### config.mk
export PLATFORM = sky130hd
export DESIGN_NAME = spin_trapezoid_profile
export DESIGN_NICKNAME = d
export VERILOG_FILES = /design/src/sv/stp_pkg.sv /design/src/sv/stp_ctrl.sv /design/src/sv/stp_datapath.sv /design/src/sv/spin_trapezoid_profile.sv
export SDC_FILE = /design/constraint.sdc
export NUM_CORES = 1
export LEC_CHECK = 0
export ABC_AREA = 1
export BUFFER_PORTS_ARGS = -buffer_cell sky130_fd_sc_hd__buf_2
export CORE_MARGIN = 8
export CORE_UTILIZATION = 34
export DETAILED_ROUTE_END_ITERATION = 10
export PLACE_DENSITY = 0.46
export REMOVE_ABC_BUFFERS = 1
export SYNTH_ARGS = -nofsm -noshare
export SYNTH_HDL_FRONTEND = slang
export SYNTH_HIERARCHICAL = 1
export SYNTH_SLANG_ARGS = --single-unit
### constraint.sdc
create_clock -name clock -period 11.9 [get_ports clock]
set_input_delay 0 -clock clock [delete_from_list [all_inputs] [get_ports clock]]
set_output_delay 0 -clock clock [all_outputs]
set_load 0.005 [all_outputs]
### src/sv/stp_pkg.sv
`timescale 1ns / 1ps
`default_nettype none

package stp_pkg;

   // field widths
   localparam int YAW_W   = 16;
   localparam int SUM_W   = 18;
   localparam int SPEED_W = 14;
   localparam int OUT_W   = 15;
   localparam int ANGLE_W = 16;
   localparam int CFG_W   = 16;
   localparam int IDX_W   = 3;

   // divider: magnitude of span * num stays below 2^30
   localparam int PROD_W    = 30;
   localparam int DIV_STEPS = PROD_W;
   localparam int CNT_W     = 5;

   // register indexes
   localparam logic [IDX_W-1:0] REG_FULL_SPEED  = 3'd0;
   localparam logic [IDX_W-1:0] REG_MIN_SPEED   = 3'd1;
   localparam logic [IDX_W-1:0] REG_ACCEL_END   = 3'd2;
   localparam logic [IDX_W-1:0] REG_DECEL_START = 3'd3;
   localparam logic [IDX_W-1:0] REG_STOP_ANGLE  = 3'd4;

   // register reset values
   localparam logic [SPEED_W-1:0] FULL_SPEED_RST  = 14'd2500;
   localparam logic [SPEED_W-1:0] MIN_SPEED_RST   = 14'd800;
   localparam logic [ANGLE_W-1:0] ACCEL_END_RST   = 16'd3000;
   localparam logic [ANGLE_W-1:0] DECEL_START_RST = 16'd30000;
   localparam logic [ANGLE_W-1:0] STOP_ANGLE_RST  = 16'd35800;

   // angle and speed constants
   localparam logic signed [SUM_W-1:0] HALF_TURN     = 18'sd18000;
   localparam logic signed [SUM_W-1:0] NEG_HALF_TURN = -18'sd18000;
   localparam logic signed [SUM_W-1:0] FULL_TURN     = 18'sd36000;
   localparam logic signed [SUM_W-1:0] SUM_MAX       = 18'sd131071;
   localparam logic signed [SUM_W-1:0] SUM_MIN       = -18'sd131072;
   localparam logic [SPEED_W-1:0]      SPEED_LIMIT   = 14'd10000;

   // speed source for the result
   localparam logic [1:0] MODE_ZERO = 2'd0;
   localparam logic [1:0] MODE_FULL = 2'd1;
   localparam logic [1:0] MODE_RAMP = 2'd2;

   typedef struct packed {
      logic cap;        // capture the accepted input
      logic sum_en;     // update yaw and accumulator
      logic class_en;   // classify turned angle, pick ramp operands
      logic mul_en;     // form product and load divider
      logic div_step;   // one restoring division step
      logic out_load;   // load result register
   } cmd_type;

   typedef struct packed {
      logic calc;       // sample taken while armed
      logic need_div;   // turned angle lies on a ramp
   } status_type;

endpackage

`default_nettype wire

### src/sv/stp_ctrl.sv
`timescale 1ns / 1ps
`default_nettype none

module stp_ctrl (
   input  wire logic              clock,
   input  wire logic              reset,
   input  wire logic              req_valid,
   output logic                   req_stall,
   output logic                   rsp_valid,
   input  wire logic              rsp_stall,
   input  wire stp_pkg::status_type status,
   output stp_pkg::cmd_type       cmd
);
   import stp_pkg::*;

   localparam logic [2:0] S_IDLE  = 3'd0;
   localparam logic [2:0] S_SUM   = 3'd1;
   localparam logic [2:0] S_CLASS = 3'd2;
   localparam logic [2:0] S_MUL   = 3'd3;
   localparam logic [2:0] S_DIV   = 3'd4;
   localparam logic [2:0] S_OUT   = 3'd5;

   logic [2:0]       state_ff, state_in;
   logic [CNT_W-1:0] cnt_ff, cnt_in;
   logic             rsp_valid_ff, rsp_valid_in;

   always_comb begin
      state_in     = state_ff;
      cnt_in       = cnt_ff;
      cmd          = '0;
      rsp_valid_in = rsp_valid_ff & rsp_stall;
      case (state_ff)
         S_IDLE: begin
            cmd.cap = req_valid;
            if (req_valid) begin
               state_in = S_SUM;
            end
         end
         S_SUM: begin
            cmd.sum_en = 1'b1;
            state_in   = status.calc ? S_CLASS : S_OUT;
         end
         S_CLASS: begin
            cmd.class_en = 1'b1;
            state_in     = status.need_div ? S_MUL : S_OUT;
         end
         S_MUL: begin
            cmd.mul_en = 1'b1;
            cnt_in     = CNT_W'(DIV_STEPS - 1);
            state_in   = S_DIV;
         end
         S_DIV: begin
            cmd.div_step = 1'b1;
            cnt_in       = cnt_ff - 1'b1;
            if (cnt_ff == '0) begin
               state_in = S_OUT;
            end
         end
         S_OUT: begin
            // hold until the result register is free
            if (!rsp_valid_ff || !rsp_stall) begin
               cmd.out_load = 1'b1;
               rsp_valid_in = 1'b1;
               state_in     = S_IDLE;
            end
         end
         default: begin
            state_in = S_IDLE;
         end
      endcase
   end

   always_ff @(posedge clock) begin
      if (reset) begin
         state_ff     <= S_IDLE;
         cnt_ff       <= '0;
         rsp_valid_ff <= 1'b0;
      end else begin
         state_ff     <= state_in;
         cnt_ff       <= cnt_in;
         rsp_valid_ff <= rsp_valid_in;
      end
   end

   assign req_stall = (state_ff != S_IDLE);
   assign rsp_valid = rsp_valid_ff;

endmodule

`default_nettype wire

### src/sv/stp_datapath.sv
`timescale 1ns / 1ps
`default_nettype none

module stp_datapath (
   input  wire logic                                 clock,
   input  wire logic                                 reset,
   input  wire logic                                 csr_we,
   input  wire logic [stp_pkg::IDX_W-1:0]            csr_index,
   input  wire logic [stp_pkg::CFG_W-1:0]            csr_wdata,
   input  wire logic                                 req_cmd,
   input  wire logic signed [stp_pkg::YAW_W-1:0]     req_yaw,
   input  wire stp_pkg::cmd_type                     cmd,
   output stp_pkg::status_type                       status,
   output logic signed [stp_pkg::OUT_W-1:0]          rsp_left_speed,
   output logic signed [stp_pkg::OUT_W-1:0]          rsp_right_speed,
   output logic                                      rsp_done_res,
   output logic                                      rsp_active
);
   import stp_pkg::*;

   // configuration
   logic [SPEED_W-1:0] full_speed_ff, min_speed_ff;
   logic [ANGLE_W-1:0] accel_end_ff, decel_start_ff, stop_angle_ff;

   always_ff @(posedge clock) begin
      if (reset) begin
         full_speed_ff  <= FULL_SPEED_RST;
         min_speed_ff   <= MIN_SPEED_RST;
         accel_end_ff   <= ACCEL_END_RST;
         decel_start_ff <= DECEL_START_RST;
         stop_angle_ff  <= STOP_ANGLE_RST;
      end else if (csr_we) begin
         case (csr_index)
            REG_FULL_SPEED:  full_speed_ff  <= csr_wdata[SPEED_W-1:0];
            REG_MIN_SPEED:   min_speed_ff   <= csr_wdata[SPEED_W-1:0];
            REG_ACCEL_END:   accel_end_ff   <= csr_wdata;
            REG_DECEL_START: decel_start_ff <= csr_wdata;
            REG_STOP_ANGLE:  stop_angle_ff  <= csr_wdata;
            default: ;
         endcase
      end
   end

   // captured item
   logic                    cmd_ff;
   logic signed [YAW_W-1:0] yaw_ff;

   always_ff @(posedge clock) begin
      if (cmd.cap) begin
         cmd_ff <= req_cmd;
         yaw_ff <= req_yaw;
      end
   end

   // spin state
   logic signed [YAW_W-1:0] prev_yaw_ff;
   logic signed [SUM_W-1:0] sum_ff;
   logic                    armed_ff;
   logic                    done_ff;
   logic [1:0]              mode_ff;

   logic signed [SUM_W-1:0] delta, delta_a, delta_b;
   logic signed [SUM_W:0]   sum_wide;
   logic signed [SUM_W-1:0] sum_sat;

   always_comb begin
      delta   = SUM_W'(yaw_ff) - SUM_W'(prev_yaw_ff);
      delta_a = (delta > HALF_TURN) ? delta - FULL_TURN : delta;
      delta_b = (delta_a < NEG_HALF_TURN) ? delta_a + FULL_TURN : delta_a;
      sum_wide = (SUM_W+1)'(sum_ff) + (SUM_W+1)'(delta_b);
      if (sum_wide[SUM_W] != sum_wide[SUM_W-1]) begin
         sum_sat = sum_wide[SUM_W] ? SUM_MIN : SUM_MAX;
      end else begin
         sum_sat = sum_wide[SUM_W-1:0];
      end
   end

   // classification of the turned angle
   logic [SUM_W-1:0] turned;
   logic             at_stop, in_accel, in_decel;

   always_comb begin
      turned   = sum_ff[SUM_W-1] ? SUM_W'(-sum_ff) : SUM_W'(sum_ff);
      at_stop  = (turned >= SUM_W'(stop_angle_ff));
      in_accel = (turned < SUM_W'(accel_end_ff));
      in_decel = (turned >= SUM_W'(decel_start_ff));
   end

   assign status.calc     = cmd_ff & armed_ff;
   assign status.need_div = !at_stop && (in_accel || in_decel);

   // ramp operands, product, divider
   logic [ANGLE_W-1:0] num_ff, den_ff;
   logic [ANGLE_W-1:0] rem_ff;
   logic [PROD_W-1:0]  quo_ff;
   logic               neg_ff;
   logic [SPEED_W-1:0] span_mag;
   logic [ANGLE_W:0]   shifted, trial;

   always_comb begin
      span_mag = (full_speed_ff >= min_speed_ff) ? full_speed_ff - min_speed_ff
                                                 : min_speed_ff - full_speed_ff;
      shifted  = {rem_ff, quo_ff[PROD_W-1]};
      trial    = shifted - {1'b0, den_ff};
   end

   always_ff @(posedge clock) begin
      if (reset) begin
         prev_yaw_ff <= '0;
         sum_ff      <= '0;
         armed_ff    <= 1'b0;
      end else if (cmd.sum_en) begin
         if (!cmd_ff) begin
            prev_yaw_ff <= yaw_ff;
            sum_ff      <= '0;
            armed_ff    <= 1'b1;
         end else if (armed_ff) begin
            prev_yaw_ff <= yaw_ff;
            sum_ff      <= sum_sat;
         end
      end else if (cmd.class_en && at_stop) begin
         armed_ff <= 1'b0;
      end
   end

   always_ff @(posedge clock) begin
      if (cmd.sum_en) begin
         done_ff <= 1'b0;
         mode_ff <= MODE_ZERO;
      end
      if (cmd.class_en) begin
         if (at_stop) begin
            done_ff <= 1'b1;
            mode_ff <= MODE_ZERO;
         end else if (in_accel) begin
            mode_ff <= MODE_RAMP;
            num_ff  <= turned[ANGLE_W-1:0];
            den_ff  <= accel_end_ff;
         end else if (!in_decel) begin
            mode_ff <= MODE_FULL;
         end else begin
            mode_ff <= MODE_RAMP;
            num_ff  <= stop_angle_ff - turned[ANGLE_W-1:0];
            den_ff  <= stop_angle_ff - decel_start_ff;
         end
      end
      if (cmd.mul_en) begin
         neg_ff <= (full_speed_ff < min_speed_ff);
         quo_ff <= PROD_W'(span_mag) * PROD_W'(num_ff);
         rem_ff <= '0;
      end
      if (cmd.div_step) begin
         if (!trial[ANGLE_W]) begin
            rem_ff <= trial[ANGLE_W-1:0];
            quo_ff <= {quo_ff[PROD_W-2:0], 1'b1};
         end else begin
            rem_ff <= shifted[ANGLE_W-1:0];
            quo_ff <= {quo_ff[PROD_W-2:0], 1'b0};
         end
      end
   end

   // final speed and result register
   logic signed [SPEED_W+2:0] ramp_sum;
   logic [SPEED_W-1:0]        speed;
   logic signed [OUT_W-1:0]   left_in;

   always_comb begin
      ramp_sum = neg_ff ? $signed({3'b000, min_speed_ff}) - $signed({3'b000, quo_ff[SPEED_W-1:0]})
                        : $signed({3'b000, min_speed_ff}) + $signed({3'b000, quo_ff[SPEED_W-1:0]});
      case (mode_ff)
         MODE_FULL: speed = (full_speed_ff > SPEED_LIMIT) ? SPEED_LIMIT : full_speed_ff;
         MODE_RAMP: begin
            if (ramp_sum[SPEED_W+2]) begin
               speed = '0;
            end else if (ramp_sum > $signed({3'b000, SPEED_LIMIT})) begin
               speed = SPEED_LIMIT;
            end else begin
               speed = ramp_sum[SPEED_W-1:0];
            end
         end
         default: speed = '0;
      endcase
      left_in = $signed({1'b0, speed});
   end

   always_ff @(posedge clock) begin
      if (cmd.out_load) begin
         rsp_left_speed  <= left_in;
         rsp_right_speed <= -left_in;
         rsp_done_res    <= done_ff;
         rsp_active      <= armed_ff;
      end
   end

endmodule

`default_nettype wire

### src/sv/spin_trapezoid_profile.sv
`timescale 1ns / 1ps
`default_nettype none

// Trapezoidal wheel-speed generator for one in-place spin. Send a start item
// (req_cmd 0) to latch the yaw and arm; then send one sample item (req_cmd 1)
// per yaw reading. Every item gives exactly one result: left = +speed,
// right = -speed, plus done and active flags. Angles are hundredths of a
// degree, speeds hundredths of a speed unit. Steps: a start item or a sample
// while disarmed passes the sum and output states; a stop or cruise sample
// passes sum, classify and output; a sample on either ramp also passes the
// multiply state and the 30-step restoring divider (one quotient bit per
// cycle) that scales the ramp. The input is free again in the cycle after
// the load, so the block takes no new item before the last one is loaded.
// A new item is taken while the previous result still waits in the output
// register; a result stalls only when the output register is still full.
// Write configuration only while no item is in flight.

module spin_trapezoid_profile (
   input  wire logic                             clock,
   input  wire logic                             reset,
   input  wire logic                             csr_we,
   input  wire logic [stp_pkg::IDX_W-1:0]        csr_index,
   input  wire logic [stp_pkg::CFG_W-1:0]        csr_wdata,
   input  wire logic                             req_valid,
   output logic                                  req_stall,
   input  wire logic                             req_cmd,
   input  wire logic signed [stp_pkg::YAW_W-1:0] req_yaw,
   output logic                                  rsp_valid,
   input  wire logic                             rsp_stall,
   output logic signed [stp_pkg::OUT_W-1:0]      rsp_left_speed,
   output logic signed [stp_pkg::OUT_W-1:0]      rsp_right_speed,
   output logic                                  rsp_done_res,
   output logic                                  rsp_active
);
   import stp_pkg::*;

   // command and status between sequencer and datapath
   cmd_type    cmd;
   status_type status;

   // sequencer: capture, accumulate, classify, multiply, divide, load result
   stp_ctrl u_ctrl (
      .clock     (clock),
      .reset     (reset),
      .req_valid (req_valid),
      .req_stall (req_stall),
      .rsp_valid (rsp_valid),
      .rsp_stall (rsp_stall),
      .status    (status),
      .cmd       (cmd)
   );

   // datapath: config registers, spin state, ramp arithmetic, result register
   stp_datapath u_dp (
      .clock           (clock),
      .reset           (reset),
      .csr_we          (csr_we),
      .csr_index       (csr_index),
      .csr_wdata       (csr_wdata),
      .req_cmd         (req_cmd),
      .req_yaw         (req_yaw),
      .cmd             (cmd),
      .status          (status),
      .rsp_left_speed  (rsp_left_speed),
      .rsp_right_speed (rsp_right_speed),
      .rsp_done_res    (rsp_done_res),
      .rsp_active      (rsp_active)
   );

endmodule

`default_nettype wire

==> key figures <==
Status
  • Outcome: finished, final reports clean

Floorplanning
  • I/O pin cnt: 75
  • Die area: 86400 um^2
  • Die height: 294 um
  • FP Rows: 102
  • Chip Width: 294 um
  • Core Footprint: 77000 um^2
  • Starting Density: 34.1%

CTS
  • Worst skew pair latency: 0.59 ns
  • Clock-pin slew on the worst setup and hold paths: 0.06 ns
  • Cell chosen for the clock root: clkbuf_16
  • Postcts setup bufs: 0
  • CTS Buf Count: 31
  • H-Tree Depth: 1
  • # clock sinks: 249
  • Clock Tree Buf Depth: 3
  • TritonCTS clock tree: yes

Min path
  • Type of the tightest min-delay check: input port to register

Setup path
  • R2r worst-path depth: 38
  • Type of the worst setup path: register to register
  • Worst Path Required: 12.24 ns
  • Worst Path Arrival: 10.09 ns
  • R2r endpoint: u_dp/quo_ff[24]
  • Reg2Reg Setup Slack: 2.14 ns
  • Crit start category: register
  • Max incr delay on CP: 0.70 ns
  • Slowest CP cell: a21boi_0
  • Crit path to: u_dp/quo_ff[24]
  • CP endpoint kind: register
  • Cell mode on critical path: inv_1
  • RR Startpoint: u_dp/min_speed_ff[1]
  • Crit-path max FO: 18
  • Worst Setup SP: u_dp/min_speed_ff[1]

Flow run
  • Max-cap viol count: 0

Detailed routing
  • Number of vias per cell: 4.79
  • Drc violations: 0
  • Post-route ant nets: 0
  • Initial DRC Count: 1276
  • Via count: 22591
  • Routed WL per cell: 17.1 um
  • WL final: 80400 um
  • Pre-antenna DRT Iters: 6

STA
  • Final Setup Violations: 0
  • Worst Skew: 0.0159 ns
  • Final period utilization: 82.0%
  • Final Hold Viols: 0
  • Setup_tns: 0 ns
  • FMAX: 0.102 GHz
  • Max Slew Vio Count: 0
  • Max-Slew Margin vs Limit: 27.7%
  • Worst slew pin tran: 1.08 ns
  • RSZ-0062 raised after global routing: no
  • Min Tclk post-route: 9.76 ns

Final layout
  • Filler Cells Inserted: 8256
  • Multi-input logic area: 17300 um^2
  • Reg area: 6270 um^2
  • N_diodes: 0
  • Layout cells sized above 1: 6.78%
  • Area growth, synth to finish: 10.9%
  • Final net count: 4151

Yosys
  • Seq/Total Area, Yosys: 23.9%
  • Post-synthesis cell area: 26300 um^2
  • Yosys warning count: 6
  • Synth area leader: edfxtp_1
  • Top FF cell, synth: edfxtp_1
  • Yosys top cell area share: 14.6%
  • Post-synth EDFFs: 128
  • Syn_area_per_cell: 7.37 um^2
  • Gate Count Post-Synth: 3566
  • Async SR Flop Fraction: 0%
  • Main area contributors after synthesis: edfxtp_1 15%, ha_1 14%, fa_1 13%
  • Synthesized flop and latch total: 249
  • Yosys cell types: 61

Global route
  • GRT overflow: 0
  • Vias in the first global route: 22662
  • Pin count of the biggest net entering global routing: 73
  • First-pass GRT wire length: 127000 um
  • Initial antenna violation count: 0
  • GRT Util Overall: 18.5%

Placement
  • Detailed placement HPWL: 64800 um
  • Final Wtd Congestion: 0.872
  • IO Port Bufs: 73
-- worst min path at each step --
stage	depth (start not counted)	startpoint	to	slack, ns
after floorplan	1	reset	u_ctrl/cnt_ff[2]	0.07
after global placement	1	req_yaw[0]	u_dp/yaw_ff[0]	0.18
after detailed placement	1	req_yaw[4]	u_dp/yaw_ff[4]	0.18
after CTS	6	csr_we	u_dp/min_speed_ff[8]	0.03
after global routing	6	csr_we	u_dp/min_speed_ff[8]	0.10
final	6	csr_we	u_dp/min_speed_ff[5]	0.08
-- critical path: cells and delay by family (launching register included) --
family / cells / cell delay, ns
adder cells (fa/ha/maj): 8 / 3.87
AO/OA/AOI/OAI: 13 / 3.22
AND/OR/NAND/NOR: 7 / 0.85
buffers and inverters: 9 / 0.80
flip-flops: 1 / 0.53
XOR/XNOR: 1 / 0.16
-- registers in the layout, indices dropped and copies added, names as in the netlist, 14 cells and up --
name and flops:
u_dp/quo_ff 30, u_dp/sum_ff 18, u_dp/accel_end_ff 16, u_dp/decel_start_ff 16
u_dp/den_ff 16, u_dp/num_ff 16, u_dp/prev_yaw_ff 16, u_dp/rem_ff 16
u_dp/stop_angle_ff 16, u_dp/yaw_ff 16, u_dp/rsp_right_speed 15, u_dp/full_speed_ff 14
u_dp/min_speed_ff 14
-- metrics by stage --
step	setup slack (ns)	instance area (um^2)	hold slack (ns)	util, %	std cells
4_1_cts	2.17	29100	0.0335	37.9	4712
5_1_grt	1.39	29100	0.102	37.9	4712
3_3_place_gp	2.32	27700	0.178	36.0	4611
3_5_place_dp	2.18	27700	0.179	36.0	4611
2_1_floorplan	3.34	25900	0.0691	-	3482
6_report	2.14	29100	0.0809	37.9	4712
-- placed cells by master, fill, tap and decap left out, types with 29 or more instances in the layout --
cell / count
nand4_1: 35
clkbuf_16: 31
buf_2: 73
dfxtp_1: 121
nand2_2: 29
nand3_1: 152
ha_1: 288
xor2_1: 74
fa_1: 174
dlygate4sd3_1: 44
o21ai_0: 212
a21oi_1: 261
o211ai_1: 31
nor2_1: 278
xnor2_1: 31
nand2_1: 884
edfxtp_1: 128
or2_2: 29
inv_1: 598
-- area by class of cell --
class	instances	share of cell area, %
tap	1040	4.47
clock buffer	40	2.92
inverter	620	7.99
timing repair buffer	133	3.18
sequential	249	21.5
clock inverter	17	0.489
multi-input combinational	2613	59.5
-- cells in the mapped netlist (8+ instances only) --
| cell type | instances |
|---|---|
| inv_1 | 599 |
| dfxtp_1 | 121 |
| buf_1 | 10 |
| nor3_1 | 20 |
| o211ai_1 | 31 |
| nor2_2 | 12 |
| or2_2 | 29 |
| ha_1 | 288 |
| o21ai_1 | 9 |
| nand2_1 | 884 |
| o21bai_1 | 9 |
| fa_1 | 174 |
| xnor2_1 | 31 |
| o21ai_0 | 212 |
| nand3b_1 | 8 |
| nor2_1 | 281 |
| xor2_1 | 74 |
| nand2_2 | 29 |
| nand3_1 | 152 |
| a21oi_1 | 261 |
| inv_2 | 13 |
| edfxtp_1 | 128 |
| nand4_1 | 35 |
| clkbuf_1 | 53 |
| buf_2 | 15 |
| clkinv_1 | 8 |
-- cell families (layout without fill, tap and decap cells) --
| kind of cell | count (synthesis) | after routing | synth area share (%) |
|---|---|---|---|
| buffers and inverters | 704 | 810 | 10.2 |
| AO/OA/AOI/OAI | 572 | 572 | 11.9 |
| other | 1 | 1 | 0.0143 |
| AND/OR/NAND/NOR | 1470 | 1470 | 23.4 |
| flip-flops | 249 | 249 | 23.9 |
| XOR/XNOR | 107 | 107 | 3.62 |
| adder cells (fa/ha/maj) | 462 | 462 | 27.0 |
| multiplexers | 1 | 1 | 0.0381 |
-- metal layers --
| metal | routed length (um) | GRT usage, % | vias to the layer above |
|---|---|---|---|
| li1 | - | - | 11549 |
| met1 | 37700 | 24.9 | 10562 |
| met2 | 37500 | 31.6 | 393 |
| met3 | 3170 | 1.89 | 87 |
| met4 | 1940 | 4.56 | 0 |
| met5 | 0 | 0 | - |
-- timing repair --
action                    CTS  global route
hold buffers               44             0
gates resized for setup     0             0
hold endpoints to repair  109             0
Power is left out: the tool's default activity adds up to more than one toggle a clock period on the data nets, which glitch-free logic cannot reach.
